`config.mk`:
```
export PLATFORM = sky130hd
export DESIGN_NAME = rc_pwm_pulse_capture
export DESIGN_NICKNAME = d
export VERILOG_FILES = /design/src/hw/rtl/rcpwm_pkg.sv /design/src/hw/rtl/rcpwm_lane.sv /design/src/hw/rtl/rcpwm_merge.sv /design/src/hw/rtl/rc_pwm_pulse_capture.sv
export SDC_FILE = /design/constraint.sdc
export NUM_CORES = 2
export LEC_CHECK = 0
export BUFFER_PORTS_ARGS = -buffer_cell sky130_fd_sc_hd__buf_4
export CORE_UTILIZATION = 45
export CTS_CLUSTER_DIAMETER = 40
export CTS_CLUSTER_SIZE = 25
export DETAILED_ROUTE_END_ITERATION = 8
export PLACE_DENSITY_LB_ADDON = 0.2
export SLEW_MARGIN = 30
export SYNTH_ARGS = -nofsm -noshare
export SYNTH_HDL_FRONTEND = slang
export SYNTH_SLANG_ARGS = --single-unit
```
`constraint.sdc`:
```
create_clock -name clock -period 8.2 [get_ports clock]
set_input_delay 2.46 -clock clock [delete_from_list [all_inputs] [get_ports clock]]
set_output_delay 2.46 -clock clock [all_outputs]
set_load 0.05 [all_outputs]
```
`src/hw/rtl/rcpwm_pkg.sv`:
```
`timescale 1ns / 1ps
// ----------------------------------------------------------------------------
// RC PWM pulse capture package
// Shared constants, payload structs and register codes for the pulse
// capture lanes, the merge stage and the top level.
// ----------------------------------------------------------------------------
package rcpwm_pkg;

   localparam int CHANNELS          = 8;
   localparam int CRITICAL_CHANNELS = 4;
   localparam int LINE_BITS         = 8;

   localparam int STAMP_W   = 32;
   localparam int WIDTH_W   = 12;
   localparam int TIMEOUT_W = 24;
   localparam int LEVEL_W   = 12;
   localparam int QUERY_W   = 4;
   localparam int QWIDTH_W  = 16;
   localparam int CSR_IDX_W = 2;
   localparam int CSR_DATA_W = 24;

   localparam logic [STAMP_W-1:0] PULSE_MIN = STAMP_W'(900);
   localparam logic [STAMP_W-1:0] PULSE_MAX = STAMP_W'(2200);

   localparam logic [TIMEOUT_W-1:0] TIMEOUT_RESET = TIMEOUT_W'(500000);
   localparam logic [LEVEL_W-1:0]   OFF_RESET     = LEVEL_W'(1300);
   localparam logic [LEVEL_W-1:0]   ON_RESET      = LEVEL_W'(1700);

   typedef enum logic [CSR_IDX_W-1:0] {
      CSR_FAILSAFE_TIMEOUT = 2'd0,
      CSR_SWITCH_OFF       = 2'd1,
      CSR_SWITCH_ON        = 2'd2
   } csr_index_type;

   typedef struct packed {
      logic [LINE_BITS-1:0] line_levels;
      logic [STAMP_W-1:0]   now_us;
      logic [QUERY_W-1:0]   query_channel;
      logic [QWIDTH_W-1:0]  fallback_width;
   } req_type;

   typedef struct packed {
      logic [LINE_BITS-1:0] updated_mask;
      logic [LINE_BITS-1:0] fresh_mask;
      logic                 frame_fresh;
      logic [QWIDTH_W-1:0]  query_width;
      logic                 query_fresh;
      logic [LINE_BITS-1:0] switch_mask;
   } rsp_type;

   typedef struct packed {
      logic [TIMEOUT_W-1:0] failsafe_timeout;
      logic [LEVEL_W-1:0]   switch_off;
      logic [LEVEL_W-1:0]   switch_on;
   } cfg_type;

   typedef struct packed {
      logic               updated;
      logic               fresh;
      logic               switch_on;
      logic [WIDTH_W-1:0] width;
   } lane_out_type;

   // Channel three powers up at 1000 us, every other channel at 1500 us.
   function automatic logic [WIDTH_W-1:0] reset_width(input int lane);
      logic [WIDTH_W-1:0] w;
      w = (lane == 2) ? WIDTH_W'(1000) : WIDTH_W'(1500);
      return w;
   endfunction

endpackage

```
`src/hw/rtl/rcpwm_lane.sv`:
```
`timescale 1ns / 1ps
// ----------------------------------------------------------------------------
// RC PWM capture lane
// Edge detection, width measurement, width store, freshness test and
// hysteresis switch for one receiver channel.
// ----------------------------------------------------------------------------
module rcpwm_lane
   import rcpwm_pkg::*;
(
   input  logic                 clock,
   input  logic                 reset,
   input  logic                 accept,
   input  logic                 line_level,
   input  logic [STAMP_W-1:0]   now_us,
   input  cfg_type              cfg,
   input  logic [WIDTH_W-1:0]   init_width,
   output lane_out_type         lane_out
);

   logic               prev_level_ff;
   logic [STAMP_W-1:0] rise_stamp_ff;
   logic [WIDTH_W-1:0] width_ff,  width_in;
   logic [STAMP_W-1:0] update_stamp_ff;
   logic               switch_ff, switch_in;

   logic               rising;
   logic               falling;
   logic [STAMP_W-1:0] pulse;
   logic [STAMP_W-1:0] age;
   logic               take;

   assign rising  = line_level & ~prev_level_ff;
   assign falling = prev_level_ff & ~line_level;
   assign pulse   = now_us - rise_stamp_ff;
   assign age     = now_us - update_stamp_ff;
   assign take    = falling && (pulse >= PULSE_MIN) && (pulse <= PULSE_MAX);

   // The off test wins when the two levels cross.
   always_comb begin
      width_in  = pulse[WIDTH_W-1:0];
      switch_in = switch_ff;
      if (width_in <= cfg.switch_off) begin
         switch_in = 1'b0;
      end else if (width_in >= cfg.switch_on) begin
         switch_in = 1'b1;
      end
   end

   always_ff @(posedge clock) begin
      if (reset) begin
         prev_level_ff   <= 1'b0;
         rise_stamp_ff   <= '0;
         width_ff        <= init_width;
         update_stamp_ff <= '0;
         switch_ff       <= 1'b0;
      end else if (accept) begin
         prev_level_ff <= line_level;
         if (rising) begin
            rise_stamp_ff <= now_us;
         end
         if (take) begin
            width_ff        <= width_in;
            update_stamp_ff <= now_us;
            switch_ff       <= switch_in;
         end
      end
   end

   // A channel that updates on this sample has age zero and is fresh.
   always_comb begin
      lane_out.updated   = take;
      lane_out.fresh     = take || (age <= {{(STAMP_W-TIMEOUT_W){1'b0}}, cfg.failsafe_timeout});
      lane_out.switch_on = take ? switch_in : switch_ff;
      lane_out.width     = take ? width_in : width_ff;
   end

endmodule

```
`src/hw/rtl/rcpwm_merge.sv`:
```
`timescale 1ns / 1ps
// ----------------------------------------------------------------------------
// RC PWM result merge
// Gathers the lane results into masks, frame freshness and the
// single-channel read with fallback.
// ----------------------------------------------------------------------------
module rcpwm_merge
   import rcpwm_pkg::*;
(
   input  lane_out_type          lanes [CHANNELS],
   input  logic [QUERY_W-1:0]    query_channel,
   input  logic [QWIDTH_W-1:0]   fallback_width,
   output rsp_type               result
);

   logic               query_ok;
   logic               frame;
   logic               sel_fresh;
   logic [WIDTH_W-1:0] sel_width;
   logic               width_ok;

   assign query_ok = (query_channel != '0) && (int'(query_channel) <= CHANNELS);

   always_comb begin
      result    = '0;
      frame     = 1'b1;
      sel_fresh = 1'b0;
      sel_width = '0;
      for (int i = 0; i < CHANNELS; i++) begin
         if (i < LINE_BITS) begin
            result.updated_mask[i] = lanes[i].updated;
            result.fresh_mask[i]   = lanes[i].fresh;
            result.switch_mask[i]  = lanes[i].switch_on;
         end
         if (i < CRITICAL_CHANNELS && !lanes[i].fresh) begin
            frame = 1'b0;
         end
         if (query_channel == QUERY_W'(i + 1)) begin
            sel_fresh = lanes[i].fresh;
            sel_width = lanes[i].width;
         end
      end
      width_ok = ({{(STAMP_W-WIDTH_W){1'b0}}, sel_width} >= PULSE_MIN) &&
                 ({{(STAMP_W-WIDTH_W){1'b0}}, sel_width} <= PULSE_MAX);
      result.frame_fresh = frame;
      result.query_fresh = query_ok && sel_fresh;
      result.query_width = (query_ok && width_ok) ?
                           {{(QWIDTH_W-WIDTH_W){1'b0}}, sel_width} : fallback_width;
   end

endmodule

```
`src/hw/rtl/rc_pwm_pulse_capture.sv`:
```
`timescale 1ns / 1ps
// ----------------------------------------------------------------------------
// RC PWM pulse capture
// Eight-channel RC receiver pulse-width capture with freshness and
// hysteresis switch outputs.
// ----------------------------------------------------------------------------
// Each request transaction carries one timestamped sample of the receiver
// lines. One capture lane per channel sees its own line, stores the rise time
// on a rising edge and on a falling edge measures the width, which is kept
// only when it lies from 900 to 2200 us; a kept width also restamps the
// channel and moves its on/off switch across the hysteresis band. The block
// takes one transaction per clock with no bubbles while req_stall is low:
// every lane does its edge handling, width subtract and age compare in the
// cycle the sample is taken, so the next sample can follow at once.
// A response reaches the response port through stage one, which
// holds the lane results, then the response register, into which the merge
// stage forms the masks, frame freshness and the single-channel read. The
// response register decouples the two sides, so the block keeps accepting
// while a finished response waits, and only stalls requests when both
// stages are full and the response side is stalled. Configuration registers
// are written through the csr port; the user must do so only while the block
// is idle (not enforced by the block); an index with no register is ignored.
// ----------------------------------------------------------------------------
module rc_pwm_pulse_capture
   import rcpwm_pkg::*;
(
   input  logic                  clock,
   input  logic                  reset,

   input  logic                  req_valid,
   output logic                  req_stall,
   input  req_type               req_payload,

   output logic                  rsp_valid,
   input  logic                  rsp_stall,
   output rsp_type               rsp_payload,

   input  logic                  csr_write,
   input  logic [CSR_IDX_W-1:0]  csr_index,
   input  logic [CSR_DATA_W-1:0] csr_data
);

   cfg_type cfg_ff;

   // Handshake and stage control.
   logic accept;
   logic out_move;
   logic s1_free;
   logic s1_move;
   logic s1_valid_ff, s1_valid_in;
   logic rsp_valid_ff, rsp_valid_in;

   // Stage one: lane results plus the query fields of the same transaction.
   lane_out_type          lane_out  [CHANNELS];
   lane_out_type          lane_ff   [CHANNELS];
   logic [QUERY_W-1:0]    query_ff;
   logic [QWIDTH_W-1:0]   fallback_ff;

   rsp_type merged;
   rsp_type rsp_ff;

   // Configuration registers.
   always_ff @(posedge clock) begin
      if (reset) begin
         cfg_ff.failsafe_timeout <= TIMEOUT_RESET;
         cfg_ff.switch_off       <= OFF_RESET;
         cfg_ff.switch_on        <= ON_RESET;
      end else if (csr_write) begin
         unique case (csr_index)
            CSR_FAILSAFE_TIMEOUT: cfg_ff.failsafe_timeout <= csr_data[TIMEOUT_W-1:0];
            CSR_SWITCH_OFF:       cfg_ff.switch_off       <= csr_data[LEVEL_W-1:0];
            CSR_SWITCH_ON:        cfg_ff.switch_on        <= csr_data[LEVEL_W-1:0];
            default: begin
            end
         endcase
      end
   end

   // The response register frees when it is empty or being taken; stage one
   // frees when it is empty or moving into the response register.
   assign out_move     = !rsp_valid_ff || !rsp_stall;
   assign s1_move      = s1_valid_ff && out_move;
   assign s1_free      = !s1_valid_ff || out_move;
   assign req_stall    = !s1_free;
   assign accept       = req_valid && s1_free;
   assign s1_valid_in  = accept || (s1_valid_ff && !out_move);
   assign rsp_valid_in = out_move ? s1_valid_ff : 1'b1;

   always_ff @(posedge clock) begin
      if (reset) begin
         s1_valid_ff  <= 1'b0;
         rsp_valid_ff <= 1'b0;
      end else begin
         s1_valid_ff  <= s1_valid_in;
         rsp_valid_ff <= rsp_valid_in;
      end
   end

   // One capture lane per channel. Channels beyond the sampled lines never
   // see an edge.
   for (genvar i = 0; i < CHANNELS; i++) begin : g_lane
      logic level;
      if (i < LINE_BITS) begin : g_line
         assign level = req_payload.line_levels[i];
      end else begin : g_none
         assign level = 1'b0;
      end

      rcpwm_lane u_lane (
         .clock      (clock),
         .reset      (reset),
         .accept     (accept),
         .line_level (level),
         .now_us     (req_payload.now_us),
         .cfg        (cfg_ff),
         .init_width (reset_width(i)),
         .lane_out   (lane_out[i])
      );

      always_ff @(posedge clock) begin
         if (accept) begin
            lane_ff[i] <= lane_out[i];
         end
      end
   end

   always_ff @(posedge clock) begin
      if (accept) begin
         query_ff    <= req_payload.query_channel;
         fallback_ff <= req_payload.fallback_width;
      end
   end

   rcpwm_merge u_merge (
      .lanes          (lane_ff),
      .query_channel  (query_ff),
      .fallback_width (fallback_ff),
      .result         (merged)
   );

   always_ff @(posedge clock) begin
      if (s1_move) begin
         rsp_ff <= merged;
      end
   end

   assign rsp_valid   = rsp_valid_ff;
   assign rsp_payload = rsp_ff;

`ifndef NO_ASSERTIONS
   // A channel that takes a width on this sample has age zero.
   a_updated_is_fresh: assert property (@(posedge clock) disable iff (reset)
      rsp_valid |-> ((rsp_payload.updated_mask & ~rsp_payload.fresh_mask) == '0))
      else $error("updated channel reported stale");

   // Frame freshness follows the critical channels' freshness bits.
   a_frame_fresh: assert property (@(posedge clock) disable iff (reset)
      rsp_valid |-> (rsp_payload.frame_fresh ==
                     (&rsp_payload.fresh_mask[CRITICAL_CHANNELS-1:0])))
      else $error("frame freshness disagrees with channel freshness");

   // Nothing leaves the block in the cycle after reset is released.
   a_reset_empty: assert property (@(posedge clock)
      (!reset && $past(reset)) |-> (!rsp_valid && !s1_valid_ff))
      else $error("pipeline not empty after reset");
`endif

endmodule

```
Word-level counts from Yosys, hierarchy flattened --
Cells that the tools add are included.
Storage, ports and cells: register bits after elaboration 856, latch bits 0, bits in writable memories 0, bits in read-only memories 0, input port bits 91, memories 0
Cells by class: add/sub/neg operators 16, multiply operators 0, div/mod/pow operators 0, $lt $le $gt $ge 43, equal/unequal tests 10, shift operators 0, multiplexer cells 51, bitwise gates (word level) 32, reduce and logical (&&, ||, !) cells 61
Operators by type and width (number):
- $sub 32x32->32 | 16
- $ge 32x10->1 const B | 8
- $le 32x12->1 const B | 8
- $le 32x24->1 | 8
- $mux 12 | 17
- $ge 12x12->1 | 8
- $le 12x12->1 | 8
- $reduce_and 2->1 | 19
- $mux 1 | 34
- $logic_and 1x1->1 | 23
- $and 1x1->1 | 16
- $eq 4x3->1 const B | 4
- $not 1->1 | 16
- $ge 12x10->1 const B | 1
- $le 12x12->1 const B | 1
- $logic_or 1x1->1 | 11
- $eq 4x2->1 const B | 2
- $logic_not 1->1 | 5
- $eq 4x1->1 const B | 1
- $eq 4x4->1 const B | 1
- $le 4x4->1 const B | 1
- $reduce_bool 4->1 | 1
- $reduce_and 3->1 | 1
- $eq 2x1->1 const B | 1
- other kinds (2) | 2

Longest topological paths before layout --
word-level depth 13, gate-level depth with buffers 27, gate-level depth less buffers 26

Hierarchy --
Synthesis repeated with hierarchy kept, for this count alone.
Unflattened totals: cell total of the unflattened synthesis 9813, area, all modules 77154.0 µm²
Modules (own cells, without submodules):
- rcpwm_lane at g_lane[1].u_lane ... | times used 5, cells an instance 1121, area an instance 8281.7 µm², sequential area each 1681.6 µm²
- rcpwm_lane at g_lane[0].u_lane ... | times used 2, cells an instance 1191, area an instance 8859.7 µm², sequential area each 1681.6 µm²
- rcpwm_lane at g_lane[2].u_lane | times used 1, cells an instance 1206, area an instance 8780.9 µm², sequential area each 1681.6 µm²
- rc_pwm_pulse_capture | times used 1, cells an instance 390, area an instance 7546.0 µm², sequential area each 6466.2 µm²
- rcpwm_merge | times used 1, cells an instance 230, area an instance 1699.1 µm², sequential area each 0.0 µm²

Worst setup path before layout --
Ideal clock, no wire load.
path kind input to register, start point in rsp_stall, end point reg g_lane[3].u_lane.width_ff[10], setup time 93 ps, data arrival time 7787 ps, data required time 8107 ps, setup slack 320 ps, cell stages on the path 8, buffers on the path 3, cell sequence nand3_1 -> nand2_1 -> inv_1 -> clkbuf_1 -> clkbuf_1 -> buf_1 -> nand3_1 -> o211ai_1
On the way: cells in the longest elaborated chain, start to end 4
RTL lines:
- start: declaration | RTL line rc_pwm_pulse_capture.sv:35 | input logic rsp_stall,
- $logic_not 1->1 | RTL line rc_pwm_pulse_capture.sv:81 | assign out_move = !rsp_valid_ff || !rsp_stall;
- $logic_or 1x1->1 | RTL line rc_pwm_pulse_capture.sv:81
- $logic_or 1x1->1 | RTL line rc_pwm_pulse_capture.sv:83 | assign s1_free = !s1_valid_ff || out_move;
- $logic_and 1x1->1 | RTL line rc_pwm_pulse_capture.sv:85 | assign accept = req_valid && s1_free;
- via accept | RTL line rc_pwm_pulse_capture.sv:46 | logic accept;
- end signal: assignment | RTL line rcpwm_lane.sv:53 | width_ff <= init_width;
- end signal: assignment | RTL line rcpwm_lane.sv:62 | width_ff <= width_in;
- end: declaration | RTL line rcpwm_lane.sv:22 | logic [WIDTH_W-1:0] width_ff, width_in;
The timed path passes the listed nets, and every way through them passes these cells. A chain may end at the register's enable or synchronous reset.

==> impl.org <==
** Run status
- The run finished with clean final reports.

** STA
- Setup repair after global routing left no endpoint under its margin.
- Transition at the pin with the smallest max-transition slack :: 1.13 ns
- # setup viols final :: 0
- Final Skew :: 0.0374 ns
- Of the available clock period, the critical path in the final layout requires 93.8%.
- Derived from the worst setup path, the maximum achievable clock frequency is 130 MHz.
- Worst slew margin :: 23.3%
- The number of max-slew violations in the final report was 0.
- For the finished layout, the period the worst path requires is 7.69 ns.
- Hold violation count in the final report :: 0

** GRT
- The initial antenna violation count is 10.
- The number of global-route vias before repair was 60700.
- All-layer global routing usage :: between 30% and 40%
- Met3 Usage GRT :: 5.41%
- Entering global routing, the biggest net connects 170 pins.
- Fraction of met1 tracks used by global routing :: 45.4%
- Aggregate global routing overflow :: 0
- The global routing stage identified its most utilized layer as met1.
- Global-route track usage on met2 :: 44.9%
- First-pass GRT wire length :: between 300000 and 400000 microns

** Power
- Summed over all cells, the static leakage comes to approximately 33 nW.
- Power per standard cell area :: 194 mW/mm^2
- Total power consumption of the routed design :: 15.6 mW
- VDD sags by at most ~230 uV.

** Place
- Input and output buffers added on the ports amount to 134.
- Global placer's final weighted congestion :: roughly 0.98
- In this run the cell area measured after placement is 0.0744 sq mm.
- After legalization and detailed placement, the total HPWL measured 188000 microns.

** Route
- Iteration-0 DRC Markers :: roughly 6300
- After detailed routing, the number of remaining DRC violations is 0.
- For this block, the routed nets add up to 251000 microns of wire.
- Dividing the detail-routed wire length by the instance count gives ~23 microns.
- Router iterations before antenna repair :: 6
- The count of nets left with antenna violations once routing finished came out at 0.
- The final route contains 66100 vias.
- Drt via density :: 5.95

** Final layout
- Sequential standard cell area :: 0.0190 sq mm
- The finished cells cover 0.0805 sq mm.
- Area Overhead vs Synth :: 14.5%
- Area of the multi-input gates :: 0.0474 sq mm
- Fill cells in the final layout number between 10000 and 15000.
- The post-route netlist has 9.23% of its cells at a drive strength greater than 1.
- The net count of the finished layout is 9910.

** Synthesis
- Warnings, synthesis :: 0
- Post-synthesis cell area :: 0.0703 sq mm
- Syn Nets :: 9739
- Synthesis handed over a netlist of 8752 instances.
- Top FF cell, synth :: sky130_fd_sc_hd__dfxtp_1
- Number of enable-type register cells in the synthesized netlist :: approximately 180
- Average footprint of a synthesized cell :: 8.03 sq um
- Ranking of synthesized cells by area :: sky130_fd_sc_hd__dfxtp_1 (19%), sky130_fd_sc_hd__ha_1 (16%), sky130_fd_sc_hd__edfxtp_1 (7.8%)
- Area fraction of the dominant cell type after synthesis :: a little under a fifth
- In the synthesized netlist the async set-or-reset flop fraction comes to 0%.
- Summing the sequential cell areas from Yosys gives 27.0% of the chip area.
- Synthesis instantiated about 100 different standard cells from the library.
- After synthesis the netlist holds a flip-flop and latch count of 856.
- Library cell with the largest summed area after synthesis :: sky130_fd_sc_hd__dfxtp_1

** Clocking
- Total clock buffers created by CTS :: about 170
- After clock tree synthesis, the setup repair step added 0 buffers.
- Number of buffers between clock root and the deepest sink :: 3
- TritonCTS built the clock tree.
- Clock transition time at the flip-flop clock pins of the worst setup and hold paths :: ~0.050 ns
- For the worst-skew pair, the clock arrives at the later sink with an insertion delay of 0.81 ns.
- Number of gates resized after CTS :: 0
- CTS H-tree depth :: 4
- Clock sinks :: 856
- CTS placed an instance of sky130_fd_sc_hd__clkbuf_16 at the clock tree root.
- Number of hold buffers added after CTS :: 0

** Worst setup path
- Among all stages on the critical path, the largest delay is contributed by sky130_fd_sc_hd__nor4_1.
- CP arrival :: 8.35 ns
- Cells along the critical path :: buf_4 -> buf_4 -> inv_1 -> buf_4 -> fa_1 -> nor2b_1 -> o21ai_0 -> a21o_1 -> a31oi_1 -> a41oi_1 -> nand2_1 -> a31o_2 -> a21o_1 -> a21oi_1 -> xnor2_1 -> ha_1 -> nand4_1 -> or2_2 -> nor4_1 -> nand3_1 -> a2111oi_0 -> nand3_1 -> o21bai_1
- The critical path is of the in -> reg type.
- Worst path required time :: slightly below 9 ns
- Cell occurring most often along the worst timing path :: sky130_fd_sc_hd__buf_4
- STA classifies the critical path endpoint as a register.
- Kind of launch point of the worst setup path :: primary input
- Largest stage delay, worst path :: around 0.73 ns
- Critical Path Fanout Max :: 11

** Floorplanning
- The floorplan step defined a die boundary enclosing 0.158 sq mm.
- Row generation in the floorplan step produced 144 rows.
- I/O pin count :: 135
- The die is 397 microns wide.
- The floorplan step defined a core boundary enclosing 0.155 sq mm.
- Vertical die dimension :: around 400 microns
- Initial Util :: 45.5%

** Worst hold path
- The worst hold path belongs to the class reg -> reg.

** Job
- Across the run, the number of max-cap violations was 0.
state kept, by name, summed over array words and instances (netlist names), 4 cells and up:
| register | count |
|---|---|
| g_lane.u_lane.rise_stamp_ff | 256 |
| query_ff | 4 |
| g_lane.u_lane.width_ff | 96 |
| g_lane.u_lane.prev_level_ff | 8 |
| rsp_payload | 42 |
| g_lane.u_lane.switch_ff | 8 |
| g_lane.u_lane.update_stamp_ff | 256 |
| cfg_ff | 48 |
| lane_ff | 120 |
| fallback_ff | 16 |
cell usage after synthesis (all sizes together), types with 28 or more instances:
| master | number |
|---|---|
| nand2 | 1198 |
| ha | 880 |
| a21oi | 864 |
| inv | 736 |
| dfxtp | 674 |
| nor2 | 565 |
| mux2i | 370 |
| o21ai | 348 |
| a21o | 324 |
| clkbuf | 289 |
| xnor2 | 208 |
| edfxtp | 182 |
| nor2b | 138 |
| nand4 | 133 |
| nand3 | 126 |
| nor3 | 125 |
| xor2 | 119 |
| mux2 | 116 |
| nand2b | 104 |
| o21a | 96 |
| o21bai | 76 |
| a31oi | 75 |
| a211oi | 74 |
| and3 | 68 |
| o211ai | 66 |
| o31ai | 49 |
| buf | 47 |
| nor4 | 45 |
| or3 | 41 |
| nand3b | 37 |
| a2111oi | 34 |
| or2 | 31 |
| and2 | 30 |
| a21boi | 28 |
| a22oi | 28 |
metrics by stage:
step                setup TNS (ns)  setup slack [ns]  cells  hold slack (ns)  util, %
CTS                              0             0.733  11100            0.415     52.0
finish                           0             0.507  11100            0.415     52.1
floorplan                        0             0.320   8752            0.400        -
global route                     0             0.293  11100            0.420     52.1
global placement             -1.01             -1.01  10800            0.400     48.1
detailed placement          -0.107            -0.107  10800            0.405     48.1
logic make-up (layout without fill, tap and decap cells):
family / after synthesis / after routing / share of synthesized area, %
AND/OR/NAND/NOR: 2755 / 2755 / 18.3
AO/OA/AOI/OAI: 2358 / 2358 / 21.5
buffers and inverters: 1073 / 1385 / 5.87
adder cells (fa/ha/maj): 896 / 896 / 16.1
flip-flops: 856 / 856 / 27.0
multiplexers: 487 / 487 / 7.16
XOR/XNOR: 327 / 327 / 4.07
other: 0 / 4 / 0
metal layers:
metal,vias up,share of wire (%)
li1,31800,-
met5,-,0.0028
met3,393,8.2
met4,2,3.3
met1,31600,48
met2,2305,41
layout by cell type, fill, tap and decap left out, types with 25 or more instances in the layout:
| cell type | synthesis | routed |
|---|---|---|
| sky130_fd_sc_hd__edfxtp_1 | 182 | 182 |
| sky130_fd_sc_hd__or2_2 | 31 | 31 |
| sky130_fd_sc_hd__a21oi_1 | 864 | 864 |
| sky130_fd_sc_hd__nand2_1 | 1198 | 1197 |
| sky130_fd_sc_hd__mux2_2 | 103 | 103 |
| sky130_fd_sc_hd__ha_1 | 880 | 880 |
| sky130_fd_sc_hd__nand3b_1 | 37 | 37 |
| sky130_fd_sc_hd__xnor2_1 | 208 | 207 |
| sky130_fd_sc_hd__a31oi_1 | 75 | 75 |
| sky130_fd_sc_hd__a2111oi_0 | 33 | 29 |
| sky130_fd_sc_hd__nand4_1 | 132 | 132 |
| sky130_fd_sc_hd__o21ai_0 | 335 | 334 |
| sky130_fd_sc_hd__a21o_1 | 324 | 324 |
| sky130_fd_sc_hd__and3_1 | 67 | 67 |
| sky130_fd_sc_hd__o21a_1 | 96 | 96 |
| sky130_fd_sc_hd__mux2i_1 | 370 | 370 |
| sky130_fd_sc_hd__clkbuf_16 | 0 | 183 |
| sky130_fd_sc_hd__dfxtp_1 | 674 | 674 |
| sky130_fd_sc_hd__xor2_1 | 119 | 119 |
| sky130_fd_sc_hd__inv_6 | 0 | 25 |
| sky130_fd_sc_hd__nand2b_1 | 104 | 104 |
| sky130_fd_sc_hd__and2_1 | 27 | 27 |
| sky130_fd_sc_hd__o2111ai_1 | 27 | 27 |
| sky130_fd_sc_hd__o211ai_1 | 66 | 66 |
| sky130_fd_sc_hd__o21bai_1 | 76 | 76 |
| sky130_fd_sc_hd__a211oi_1 | 72 | 72 |
| sky130_fd_sc_hd__buf_4 | 6 | 309 |
| sky130_fd_sc_hd__or3_1 | 41 | 41 |
| sky130_fd_sc_hd__a22oi_1 | 28 | 28 |
| sky130_fd_sc_hd__nor2_1 | 565 | 564 |
| sky130_fd_sc_hd__a21boi_0 | 27 | 26 |
| sky130_fd_sc_hd__o31ai_1 | 48 | 48 |
| sky130_fd_sc_hd__nor4_1 | 43 | 42 |
| sky130_fd_sc_hd__nor3_1 | 123 | 122 |
| sky130_fd_sc_hd__inv_1 | 734 | 732 |
| sky130_fd_sc_hd__nor2b_1 | 138 | 138 |
| sky130_fd_sc_hd__nand3_1 | 126 | 124 |
critical path, delay by kind of cell:
| kind | cells | cell delay [ns] |
|---|---|---|
| buf+inv | 4 | 0.65 |
| fa+ha+maj | 2 | 0.79 |
| xor+xnor | 1 | 0.15 |
| simple gates | 7 | 2.08 |
| compound gates | 9 | 2.19 |
final timing paths:
path                     to  slack, ns  cells past startpoint                           startpoint
max reg2reg     lane_ff[43]       2.20                     26  g_lane[5].u_lane.update_stamp_ff[1]
min reg2reg  rsp_payload[0]       0.42                      0                         lane_ff[117]
min          rsp_payload[0]       0.42                      0                         lane_ff[117]
max             lane_ff[13]       0.51                     23                      req_payload[21]
area by class of cell:
cell class                      count  share of cell area [%]
Antenna cell                        4                  0.0124
Clock buffer                      209                    5.97
Clock inverter                    107                    1.50
Inverter                          737                    3.46
Multi-Input combinational cell   6823                    58.9
Sequential cell                   856                    23.6
Tap cell                         2044                    3.18
Timing Repair Buffer              332                    3.45
power by group:
part / internal [mW] / switching, mW / leakage [nW]
logic: 1.40 / 2.44 / 23.1
registers: 4.41 / 0.0575 / 7.10
clock network: 4.73 / 2.55 / 2.92
total: 10.5 / 5.06 / 33.1
No activity file was read; power rests on OpenSTA's default activity.
